[src/rtl/alle_pkg.sv]
// ---------------------------------------------------------------------------
// alle_pkg
// Shared widths, codes and controller/datapath structs for the
// array linked list engine.
// ---------------------------------------------------------------------------
package alle_pkg;

    localparam int DEPTH    = 256;
    localparam int ADDR_W   = $clog2(DEPTH);
    localparam int PTR_W    = ADDR_W + 1;
    localparam int DATA_W   = 32;
    localparam int REQ_W    = 2;
    localparam int STATUS_W = 2;
    localparam int SLOT_W   = 8;

    // end-of-list / empty-list pointer
    localparam logic [PTR_W-1:0] PTR_NONE = PTR_W'(DEPTH);

    typedef enum logic [REQ_W-1:0] {
        REQ_INS_FRONT = 2'd0,
        REQ_INS_REAR  = 2'd1,
        REQ_DELETE    = 2'd2
    } t_req_type;

    typedef enum logic [STATUS_W-1:0] {
        ST_DONE      = 2'd0,
        ST_FULL      = 2'd1,
        ST_NOT_FOUND = 2'd2
    } t_status;

    typedef enum logic [2:0] {
        DP_NOP    = 3'd0,
        DP_LOAD   = 3'd1,   // capture request, arm scan and walk from head
        DP_SCAN   = 3'd2,   // advance free-slot scan
        DP_INSERT = 3'd3,   // claim scanned slot
        DP_STEP   = 3'd4,   // follow next pointer
        DP_LINK   = 3'd5,   // hook new node after tail
        DP_UNLINK = 3'd6    // drop matching node
    } t_dp_op;

    typedef struct packed {
        t_dp_op  op;
        logic    at_rear;
        logic    res_load;
        t_status res_status;
        logic    slot_from_walk;
    } t_cmd;

    typedef struct packed {
        logic used_at_scan;
        logic scan_last;
        logic head_empty;
        logic nxt_end;
        logic val_match;
        logic out_free;
    } t_sts;

endpackage

[src/rtl/alle_ctrl.sv]
// ---------------------------------------------------------------------------
// alle_ctrl
// Request sequencer: free-slot scan, list walk and result handoff.
// ---------------------------------------------------------------------------
module alle_ctrl import alle_pkg::*; (
    input  logic             i_clk,
    input  logic             i_rst_n,
    input  logic             i_req_valid,
    input  logic [REQ_W-1:0] i_req_type,
    output logic             o_req_ready,
    input  t_sts             i_sts,
    output t_cmd             o_cmd
);

    typedef enum logic [3:0] {
        S_IDLE = 4'b0001,
        S_SCAN = 4'b0010,
        S_WALK = 4'b0100,
        S_RESP = 4'b1000
    } t_state;

    t_state    r_state,  n_state;
    t_req_type r_req,    n_req;
    t_status   r_res,    n_res;

    always_ff @(posedge i_clk) begin
        if (!i_rst_n) begin
            r_state <= S_IDLE;
            r_req   <= REQ_INS_FRONT;
            r_res   <= ST_DONE;
        end else begin
            r_state <= n_state;
            r_req   <= n_req;
            r_res   <= n_res;
        end
    end

    always_comb begin
        n_state              = r_state;
        n_req                = r_req;
        n_res                = r_res;
        o_req_ready          = 1'b0;
        o_cmd.op             = DP_NOP;
        o_cmd.at_rear        = (r_req == REQ_INS_REAR);
        o_cmd.res_load       = 1'b0;
        o_cmd.res_status     = r_res;
        o_cmd.slot_from_walk = (r_req == REQ_DELETE);

        case (r_state)
            S_IDLE: begin
                o_req_ready = 1'b1;
                if (i_req_valid) begin
                    o_cmd.op = DP_LOAD;
                    n_req    = t_req_type'(i_req_type);
                    case (i_req_type) inside
                        REQ_INS_FRONT, REQ_INS_REAR: begin
                            n_state = S_SCAN;
                        end
                        REQ_DELETE: begin
                            if (i_sts.head_empty) begin
                                n_res   = ST_NOT_FOUND;
                                n_state = S_RESP;
                            end else begin
                                n_state = S_WALK;
                            end
                        end
                        default: begin
                            n_res   = ST_NOT_FOUND;
                            n_state = S_RESP;
                        end
                    endcase
                end
            end
            S_SCAN: begin
                if (!i_sts.used_at_scan) begin
                    o_cmd.op = DP_INSERT;
                    if (o_cmd.at_rear && !i_sts.head_empty) begin
                        n_state = S_WALK;
                    end else begin
                        n_res   = ST_DONE;
                        n_state = S_RESP;
                    end
                end else if (i_sts.scan_last) begin
                    n_res   = ST_FULL;
                    n_state = S_RESP;
                end else begin
                    o_cmd.op = DP_SCAN;
                end
            end
            S_WALK: begin
                if (r_req == REQ_DELETE) begin
                    if (i_sts.val_match) begin
                        o_cmd.op = DP_UNLINK;
                        n_res    = ST_DONE;
                        n_state  = S_RESP;
                    end else if (i_sts.nxt_end) begin
                        n_res   = ST_NOT_FOUND;
                        n_state = S_RESP;
                    end else begin
                        o_cmd.op = DP_STEP;
                    end
                end else begin
                    if (i_sts.nxt_end) begin
                        o_cmd.op = DP_LINK;
                        n_res    = ST_DONE;
                        n_state  = S_RESP;
                    end else begin
                        o_cmd.op = DP_STEP;
                    end
                end
            end
            S_RESP: begin
                if (i_sts.out_free) begin
                    o_cmd.res_load = 1'b1;
                    n_state        = S_IDLE;
                end
            end
            default: begin
                n_state = S_IDLE;
            end
        endcase
    end

endmodule

[config.mk]
export PLATFORM = sky130hd
export DESIGN_NAME = alle_ctrl
export DESIGN_NICKNAME = d
export VERILOG_FILES = /design/src/rtl/alle_pkg.sv /design/src/rtl/alle_ctrl.sv
export SDC_FILE = /design/constraint.sdc
export NUM_CORES = 1
export LEC_CHECK = 0
export ABC_AREA = 0
export BUFFER_PORTS_ARGS = -buffer_cell sky130_fd_sc_hd__buf_2
export CORE_AREA = 4 4 41 43
export DETAILED_ROUTE_END_ITERATION = 7
export DIE_AREA = 0 0 45 47
export PLACE_DENSITY = 0.73
export SYNTH_ARGS = -nofsm -noshare
export SYNTH_HDL_FRONTEND = slang
export SYNTH_SLANG_ARGS = --single-unit
[constraint.sdc]
create_clock -name i_clk -period 2.8 [get_ports i_clk]
set_input_delay 0.28 -clock i_clk [delete_from_list [all_inputs] [get_ports i_clk]]
set_output_delay 0.28 -clock i_clk [all_outputs]
set_load 0.01 [all_outputs]
==> results of run 1 <==
## cell type report
cell class / count / share of cell area [%]
Clock buffer: 3 / 3.169
Inverter: 3 / 1.585
Multi-Input combinational cell: 55 / 56.69
Sequential cell: 8 / 22.54
Tap cell: 15 / 2.641
Timing Repair Buffer: 19 / 13.38
## path summary, 6_finish.rpt
check	from	end	slack, ns	cells past startpoint
setup / recovery	r_state[3]$_SDFFE_PN0P_	o_cmd[5]	0.80	3
hold / removal	i_rst_n	r_state[0]$_SDFFE_PN1P_	0.30	2
setup reg to reg	r_state[0]$_SDFFE_PN1P_	r_res[0]$_SDFFE_PN0P_	1.07	4
hold reg to reg	r_res[0]$_SDFFE_PN0P_	r_res[0]$_SDFFE_PN0P_	0.46	2
## power by group
group / internal (W) / switching [W]
Sequential: 0.000129 / 0.0000299
Clock: 0.0000490 / 0.0000388
Combinational: 0.0000701 / 0.0000727
## synth_stat cells (2+ instances only)
| library cell | number | share of area (%) |
|---|---|---|
| sky130_fd_sc_hd__nor2b_1 | 2 | 2.1 |
| sky130_fd_sc_hd__nor2_1 | 4 | 2.5 |
| sky130_fd_sc_hd__nor3_1 | 2 | 1.7 |
| sky130_fd_sc_hd__or4b_2 | 2 | 3.3 |
| sky130_fd_sc_hd__o21ai_0 | 2 | 1.7 |
| sky130_fd_sc_hd__nor4b_4 | 2 | 7.9 |
| sky130_fd_sc_hd__inv_1 | 3 | 1.9 |
| sky130_fd_sc_hd__nand3_1 | 7 | 5.8 |
| sky130_fd_sc_hd__dfxtp_1 | 8 | 27 |
| sky130_fd_sc_hd__a21boi_0 | 2 | 2.5 |
| sky130_fd_sc_hd__nor3b_1 | 2 | 2.5 |
| sky130_fd_sc_hd__nand2_1 | 5 | 3.1 |
| sky130_fd_sc_hd__nand2b_1 | 4 | 4.2 |
| sky130_fd_sc_hd__o211ai_1 | 3 | 3.7 |
| sky130_fd_sc_hd__mux2i_1 | 2 | 3.3 |
| sky130_fd_sc_hd__buf_2 | 2 | 1.7 |
## state kept, by name (all words and copies together) (netlist names)
name,count
r_state,4
r_req,2
r_res,2
## per-stage QoR
stage	hold slack [ns]	worst slack (ns)	cells	util [%]	power, W
detailed placement	0.4524	1.051	100	52.88	0.0003044
CTS	0.2932	0.7836	103	54.62	0.0003959
global placement	0.4446	1.068	100	52.88	0.0003021
global route	0.3229	0.6806	103	54.62	0.0004213
finish	0.2990	0.8013	103	54.62	0.0003898
floorplan	0.4305	1.143	71	-	0.0002637
## logic make-up after synthesis
logic type             Yosys count
buffers and inverters            8
AO/OA/AOI/OAI                   15
AND/OR/NAND/NOR                 37
flip-flops                       8
XOR/XNOR                         1
multiplexers                     2
## routing by layer
metal	up-vias	GRT usage, %	share of wire (%)	wire (um)
met5	-	0	0	0
met3	2	3.448	6.8	94
met4	0	10.53	2.0	27
li1	302	-	-	-
met1	253	19.95	49	674
met2	19	22.03	42	578
==> impl_metrics.ini, run 1 <==
[floorplanning]
die_w_um = 45
start_util_pct = 46.15
rows = 13
fp.dieH_um = 47
floorplan.io_pins = 20
core_area_sq_um = 1301
fp.dieArea_sq_um = 2115

[hold_path]
hp-class = input port to flip-flop

[synth]
post_synthesis_compound_gate_area_fraction_pct = 18.33
postSynthNetCount = 82
post_synth_fa_ha_maj_area_fraction_pct = 0
mappedNetlistArea_sq_um = 600.6
commonest_register_cell_after_synthesis = sky130_fd_sc_hd__dfxtp_1
postSynthAreaPerCell_sq_um = 8.459
yosys.area_share.simple_pct = 43.96
synth_warnings = 0
synthDistinctLibCells = 35
synth_top_family_by_area = simple AND/OR/NAND/NOR gates
xor_xnor_share_of_the_synthesized_area_pct = 1.458
synth-seq-area-share_pct = 26.67
ys_seq_elements = 8
synth-edff-count = 0
post_synth_inst_count = 71
mux_contribution_to_synthesized_area_pct = 3.333
postSynth.asyncResetShare_pct = 0

[clock_tree]
cts-root-buf = sky130_fd_sc_hd__clkbuf_4
cts_htree_levels = 1
cts-buffers-inserted = 3
tritoncts = done
cts_sink_cnt = 8
cts.reportedPaths.clkPinSlew_ns = 0.05
clockBufferDepth = 2
cts_setup_buffers = 0
worst_skew_pair.late_latency_ns = 0.26
cts-hold-fix-buffers = 0
cts_repair_resize_count = 0

[final_layout]
post_route_cells_drive_above_1_share_pct = 30.68
flow.area_growth_from_synthesis_pct = 18.33
mostFrequentLayoutCells = 19 x sky130_fd_sc_hd__buf_2, 8 x sky130_fd_sc_hd__dfxtp_1, 7 x sky130_fd_sc_hd__nand3_1
layout_commonest_cell = sky130_fd_sc_hd__buf_2
multi_input_area_sq_um = 402.9
final_instance_area_sq_um = 710.7
n_antenna_cell = 0
nets = 101
fill_cells = 133
regArea_sq_um = 160.2

[setup_path]
slowest_stage = sky130_fd_sc_hd__or4b_2
critPathRequiredTime_ns = 2.52
timing.critical_path.arrival_ns = 1.72
critical_path.endpoint_type = output pin
worstSetupPathType = flip-flop to output pin
timing.critical_path.slowest_cell_delay_ns = 0.72
crit_chain = or4b_2, o211ai_1, buf_2
cp_num_buf_inv = 1
worst_setup_path_start_kind = flip-flop
critical_path.top_delay_family = simple AND/OR/NAND/NOR gates
path_max_fanout = 8

[detailed_routing]
via_count = 576
number_of_design_rule_violations_left_after_detail_routing = 0
routed_wl_um = 1375
drtIter0Drc = 20
routedWlPerCell_um = 13.35
drt-pass1-iter-count = 4
avgViaCountPerCell = 5.592
postRouteAntennaNets = 0

[sta]
min_period_ns = 1.999
grt_setup_unrepaired = no
maxSlewViolCount = 0
max_clock_freq_mhz = 500.3
tightestPinTransition_ns = 0.4108
hold_viol = 0
skew_ns = 0.006854
timing.final.setup_violations = 0
final.period_utilization_pct = 71.38
timing.setup.tns_ns = 0
max_slew_headroom_pct = 72.57

[global_routing]
grt_remaining_overflow = 0
vias_in_the_first_global_route = 518
groute.usage.overall_pct = 15.21
grt_start_max_net_pins = 13
grt_antenna_before_repair = 0
grt_first_pass_wirelength_um = 2277

[place]
port_buffers = 19
finalWeightedCongestion = 0.8313
dpl_cell_area_sq_um = 688.2
place_hpwl_um = 1094

[outcome]
run_status = finished, final reports clean

[power_and_ir_drop]
power.density_cell_area_nw_per_um2 = 548.4
leakagePower_nw = 0.3123
max-vdd-ir-drop_uv = 328.5

[job]
cap_viol_max_count = 0
No activity file was read; power rests on OpenSTA's default activity.
==> run 2: changes to the inputs <==
Clock period 2.8 ns to 1.9 ns, I/O delays scaled along.
==> run 2 against run 1 <==
  * Sequential cell count unchanged
  * Clock-buffer cell count stayed put
  * Power is 53% higher
  * Utilization rose by 1.2 points
  * Non-clock buffer count up 1
  * Sequential share of layout area grew 0.18 points
  * Setup slack got worse by 0.63 ns
  * Critical path depth is 2 higher
  * Global-route usage grew 1.3 points
  * Die area unchanged
  * First-iteration DRC count decreased by 5.0%
  * Critical path type unchanged
  * Critical endpoint unchanged
  * Largest power group unchanged
==> impl_metrics.ini, run 2 (same netlist as run 1, synthesis figures left out) <==
[floorplanning]
core_area_sq_um = 1301
floorplan.io_pins = 20
die_w_um = 45
fp.dieArea_sq_um = 2115
fp.dieH_um = 47
start_util_pct = 46.15
rows = 13

[clock_tree]
tritoncts = done
clockBufferDepth = 2
cts.reportedPaths.clkPinSlew_ns = 0.05
cts_repair_resize_count = 2
worst_skew_pair.late_latency_ns = 0.25
cts_setup_buffers = 0
cts_sink_cnt = 8
cts-root-buf = sky130_fd_sc_hd__clkbuf_4
cts-hold-fix-buffers = 0
cts-buffers-inserted = 3
cts_htree_levels = 1

[detailed_routing]
routedWlPerCell_um = 14.22
drtIter0Drc = 19
drt-pass1-iter-count = 4
avgViaCountPerCell = 5.913
postRouteAntennaNets = 0
via_count = 615
routed_wl_um = 1479
number_of_design_rule_violations_left_after_detail_routing = 0

[sta]
min_period_ns = 1.731
maxSlewViolCount = 0
hold_viol = 0
timing.final.setup_violations = 0
final.period_utilization_pct = 91.08
max_clock_freq_mhz = 577.9
grt_setup_unrepaired = no
timing.setup.tns_ns = 0
tightestPinTransition_ns = 0.3528
skew_ns = 0.002125
max_slew_headroom_pct = 76.38

[final_layout]
post_route_cells_drive_above_1_share_pct = 35.96
finish.utilization_pct = 55.87
registers.top_by_ff_count = r_state
layout_commonest_cell = sky130_fd_sc_hd__buf_2
largest_register_ff_count = 4
mostFrequentLayoutCells = 19 x sky130_fd_sc_hd__buf_2, 7 x sky130_fd_sc_hd__nand3_1, 5 x sky130_fd_sc_hd__nand2_1
n_antenna_cell = 0
nets = 102
flow.area_growth_from_synthesis_pct = 21.04
layout_top_registers = r_state: 4 flops, r_req: 2 flops, r_res: 2 flops

[power_and_ir_drop]
max-vdd-ir-drop_uv = 479.6
power_share_of_the_clock_group_pct = 21.7
total_switching_power_w = 0.0002157
power.density_cell_area_nw_per_um2 = 818.7
leakagePower_nw = 0.3195
pwr-share-comb_pct = 38.3
power_switching_share_pct = 36.23
p_int_w = 0.0003795
seq_power_share_pct = 40.0

[outcome]
run_status = finished, final reports clean

[setup_path]
timing.critical_path.arrival_ns = 1.54
path_max_fanout = 12
timing.critical_path.slowest_cell_delay_ns = 0.46
worst_setup_path_start_kind = flip-flop
crit_chain = nor4b_4, buf_4, nand2_1, o211ai_1, buf_2
worstSetupPathType = flip-flop to output pin
cp_num_buf_inv = 2
critical_path.top_delay_family = flip-flops
slowest_stage = sky130_fd_sc_hd__dfxtp_2
critPathRequiredTime_ns = 1.71
critical_path.endpoint_type = output pin

[place]
port_buffers = 19
place_hpwl_um = 1133
finalWeightedCongestion = 0.8325

[global_routing]
grt_start_max_net_pins = 13
grt_remaining_overflow = 0
vias_in_the_first_global_route = 563
grt_antenna_before_repair = 0
groute.usage.overall_pct = 16.56
grt_first_pass_wirelength_um = 2477

[job]
cap_viol_max_count = 0

[hold_path]
hp-class = input port to flip-flop
[run 2: cell types whose count changed in the layout (fill, tap and decap cells not counted), sizes merged]
cell / previous run / this run
buf: 19 / 20
[run 2: power by group through the flow]
| stage | registers (W) | clock network (W) | logic (W) |
|---|---|---|---|
| final | 0.000238 | 0.000129 | 0.000228 |
| after CTS | 0.000235 | 0.000136 | 0.000226 |
| after global routing | 0.000244 | 0.000143 | 0.000251 |
| after global placement | 0.000235 | 0 | 0.000222 |
| after detailed placement | 0.000237 | 0 | 0.000225 |
| after floorplan | 0.000209 | 0 | 0.000179 |
[run 2: layout make-up]
class / instances / area [sq um]
sequential: 8 / 165.2
inverter: 3 / 11.26
clock buffer: 3 / 22.52
multi-input combinational: 55 / 406.6
tap: 15 / 18.77
timing repair buffer: 20 / 102.6
fill: 126 / 574.3
[run 2: path summary, 6_finish.rpt]
kind,start,endpoint,slack (ns),cells past startpoint
min,i_rst_n,r_state[0]$_SDFFE_PN1P_,0.20,2
max,r_state[0]$_SDFFE_PN1P_,o_cmd[5],0.17,5
max reg2reg,r_state[3]$_SDFFE_PN0P_,r_res[1]$_SDFFE_PN0P_,0.34,4
min reg2reg,r_res[1]$_SDFFE_PN0P_,r_res[1]$_SDFFE_PN0P_,0.46,2
[run 2: through the flow]
step	setup WS [ns]	cell area [sq um]	hold WS (ns)	instances	power [W]
finish	0.1695	726.9	0.2023	104	0.0005952
detailed placement	0.2434	695.7	0.4532	101	0.0004625
global route	0.1110	726.9	0.2146	104	0.0006373
CTS	0.005786	720.7	0.1917	104	0.0005968
global placement	0.2543	695.7	0.4464	101	0.0004573
floorplan	0.2893	600.6	0.3405	71	0.0003886
[run 2: metal layers]
metal  global-route usage (%)  wire length [um]  vias up  share of wire (%)
li1                         -                 -      303                  -
met1                    20.87               723      285                 49
met2                    23.45               609       21                 41
met3                    4.215                93        6                6.3
met4                    14.04                53        0                3.6
met5                        0                 0        -                  0
==> run 3: changes to the inputs <==
Settings changed: ABC_AREA 0 to 1.
==> run 3 against run 2 <==
  * Setup slack better by 0.19 ns
  * Wire length is 4.1% lower
  * Clock-buffer cell count stayed put
  * Global-route usage is 0.62 points lower
  * Clock power hardly changed
  * Utilization is 0.87 points higher
  * Final area is 1.5% higher
  * Register-to-register slack better by 0.35 ns
  * Die area stayed put
  * Critical path depth is 1 higher
  * Critical endpoint unchanged
==> impl_metrics.ini, run 3 <==
[synth]
postSynthNetCount = 101
netlist.top_cell.by_area = sky130_fd_sc_hd__dfxtp_1
mux_contribution_to_synthesized_area_pct = 0
postSynth.asyncResetShare_pct = 0
post_synth_inst_count = 90
synth_top_family_by_area = simple AND/OR/NAND/NOR gates
synth-edff-count = 0
post_synth_main_area_contributors = sky130_fd_sc_hd__dfxtp_1 27%, sky130_fd_sc_hd__nor2_4 11%, sky130_fd_sc_hd__nand2_1 8.7%, sky130_fd_sc_hd__nor2_1 8.1%, sky130_fd_sc_hd__inv_1 6.2%
postSynthAreaPerCell_sq_um = 6.687
post_synth_fa_ha_maj_area_fraction_pct = 0
synth-seq-area-share_pct = 26.61
synthDistinctLibCells = 20
mappedNetlistArea_sq_um = 601.8
yosys.area_share.simple_pct = 49.90
netlist.area_leader.share_pct = 26.61
ys_seq_elements = 8
ys_top_cells_by_count = 14 x sky130_fd_sc_hd__nand2_1, 13 x sky130_fd_sc_hd__nor2_1, 10 x sky130_fd_sc_hd__inv_1
xor_xnor_share_of_the_synthesized_area_pct = 0
commonest_register_cell_after_synthesis = sky130_fd_sc_hd__dfxtp_1
synth_warnings = 0
yosysMostFrequentCell = sky130_fd_sc_hd__nand2_1
post_synthesis_compound_gate_area_fraction_pct = 13.51

[place]
place_hpwl_um = 1235
finalWeightedCongestion = 0.7780
dpl_cell_area_sq_um = 715.7
port_buffers = 19

[setup_path]
path_max_fanout = 5
critPathRequiredTime_ns = 1.71
slowest_stage = sky130_fd_sc_hd__dfxtp_1
critical_path.endpoint_type = output pin
reg2reg_setup_slack_ns = 0.69
timing.critical_path.slowest_cell_delay_ns = 0.36
worstSetupPathType = flip-flop to output pin
worst_setup_path_start_kind = flip-flop
timing.critical_path.arrival_ns = 1.35
crit_chain = inv_1, nand2_2, nor2_4, nand2_4, o211ai_1, buf_2

[sta]
hold_slack_ns = 0.1747
final.period_utilization_pct = 80.94
max_slew_headroom_pct = 85.89
max_clock_freq_mhz = 650.2
grt_setup_unrepaired = no
min_period_ns = 1.538
skew_ns = 0.002485
maxSlewViolCount = 0
hold_viol = 0
timing.setup.tns_ns = 0
tightestPinTransition_ns = 0.2103
timing.final.setup_violations = 0

[detailed_routing]
drtIter0Drc = 8
postRouteAntennaNets = 0
via_count = 632
number_of_design_rule_violations_left_after_detail_routing = 0
avgViaCountPerCell = 4.976
routedWlPerCell_um = 11.17
drt-pass1-iter-count = 2
routed_wl_um = 1419

[floorplanning]
rows = 13
floorplan.io_pins = 20
fp.dieArea_sq_um = 2115
fp.dieH_um = 47
core_area_sq_um = 1301
start_util_pct = 46.25
die_w_um = 45

[global_routing]
grt_remaining_overflow = 0
grt_start_max_net_pins = 8
groute.usage.overall_pct = 15.94
grt_antenna_before_repair = 0
vias_in_the_first_global_route = 618
grt_first_pass_wirelength_um = 2380

[power_and_ir_drop]
max-vdd-ir-drop_uv = 396.1
leakagePower_nw = 0.3817
p_total_w = 0.0005344
power.density_cell_area_nw_per_um2 = 723.9

[final_layout]
fill_cells = 139
flow.area_growth_from_synthesis_pct = 22.66
finish.utilization_pct = 56.73
layout_top_registers = r_state: 4 flops, r_req: 2 flops, r_res: 2 flops
mostFrequentLayoutCells = 19 x sky130_fd_sc_hd__buf_2, 14 x sky130_fd_sc_hd__nand2_1, 13 x sky130_fd_sc_hd__nor2_1
n_antenna_cell = 0
layout_commonest_cell = sky130_fd_sc_hd__buf_2
registers.top_by_ff_count = r_state
nets = 125
largest_register_ff_count = 4
final_instance_area_sq_um = 738.2
post_route_cells_drive_above_1_share_pct = 39.29

[outcome]
run_status = finished, final reports clean

[clock_tree]
worst_skew_pair.late_latency_ns = 0.25
cts.reportedPaths.clkPinSlew_ns = 0.05
clockBufferDepth = 2
cts_sink_cnt = 8
cts_setup_buffers = 0
tritoncts = done
cts-root-buf = sky130_fd_sc_hd__clkbuf_4
cts-buffers-inserted = 3
cts_repair_resize_count = 0
cts-hold-fix-buffers = 0
cts_htree_levels = 1

[job]
cap_viol_max_count = 0

[hold_path]
hp-class = input port to flip-flop
-- run 3: power breakdown --
part	switching [W]	internal [W]
combinational	0.000125	0.0000747
sequential	0.0000165	0.000188
clock	0.0000578	0.0000723
total	0.000199	0.000335
-- run 3: layer usage --
metal / track usage, % / wire length (um) / part of all wire, % / vias up
li1: - / - / - / 331
met1: 16.78 / 616 / 43 / 285
met2: 29.94 / 735 / 52 / 14
met3: 2.299 / 56 / 3.9 / 2
met4: 9.357 / 10 / 0.70 / 0
met5: 0 / 0 / 0 / -
-- run 3: worst paths after layout --
path | startpoint | to | depth (start not counted)
setup / recovery | r_state[1]$_SDFFE_PN0P_ | o_cmd[5] | 6
hold / removal | i_rst_n | r_state[0]$_SDFFE_PN1P_ | 2
setup reg to reg | r_state[1]$_SDFFE_PN0P_ | r_res[1]$_SDFFE_PN0P_ | 7
hold reg to reg | r_req[0]$_SDFFE_PN0P_ | r_req[0]$_SDFFE_PN0P_ | 2
-- run 3: area by class of cell --
class | count | area (sq um) | share of cell area, %
clock buffers | 3 | 22.52 | 3.051
inverters | 16 | 60.06 | 8.136
multi-input cells | 66 | 381.6 | 51.69
flip-flops and latches | 8 | 160.2 | 21.69
well taps | 15 | 18.77 | 2.542
repair buffers | 19 | 95.09 | 12.88
-- run 3: metrics by stage --
stage	worst slack, ns	std cells
2_1_floorplan	0.7801	90
3_3_place_gp	0.6780	124
3_5_place_dp	0.6377	124
4_1_cts	0.3643	127
5_1_grt	0.2939	127
6_report	0.3621	127
-- run 3: worst max-delay path: cells and delay by family (launching register included) --
family,cells,cell delay (ns)
AO/OA/AOI/OAI,1,0.10
AND/OR/NAND/NOR,3,0.38
flip-flops,1,0.36
buffers and inverters,2,0.27
-- run 3: logic make-up (layout without fill, tap and decap cells) --
logic type | Yosys count | in the layout
flip-flops | 8 | 8
buffers and inverters | 16 | 38
AO/OA/AOI/OAI | 14 | 14
AND/OR/NAND/NOR | 52 | 52
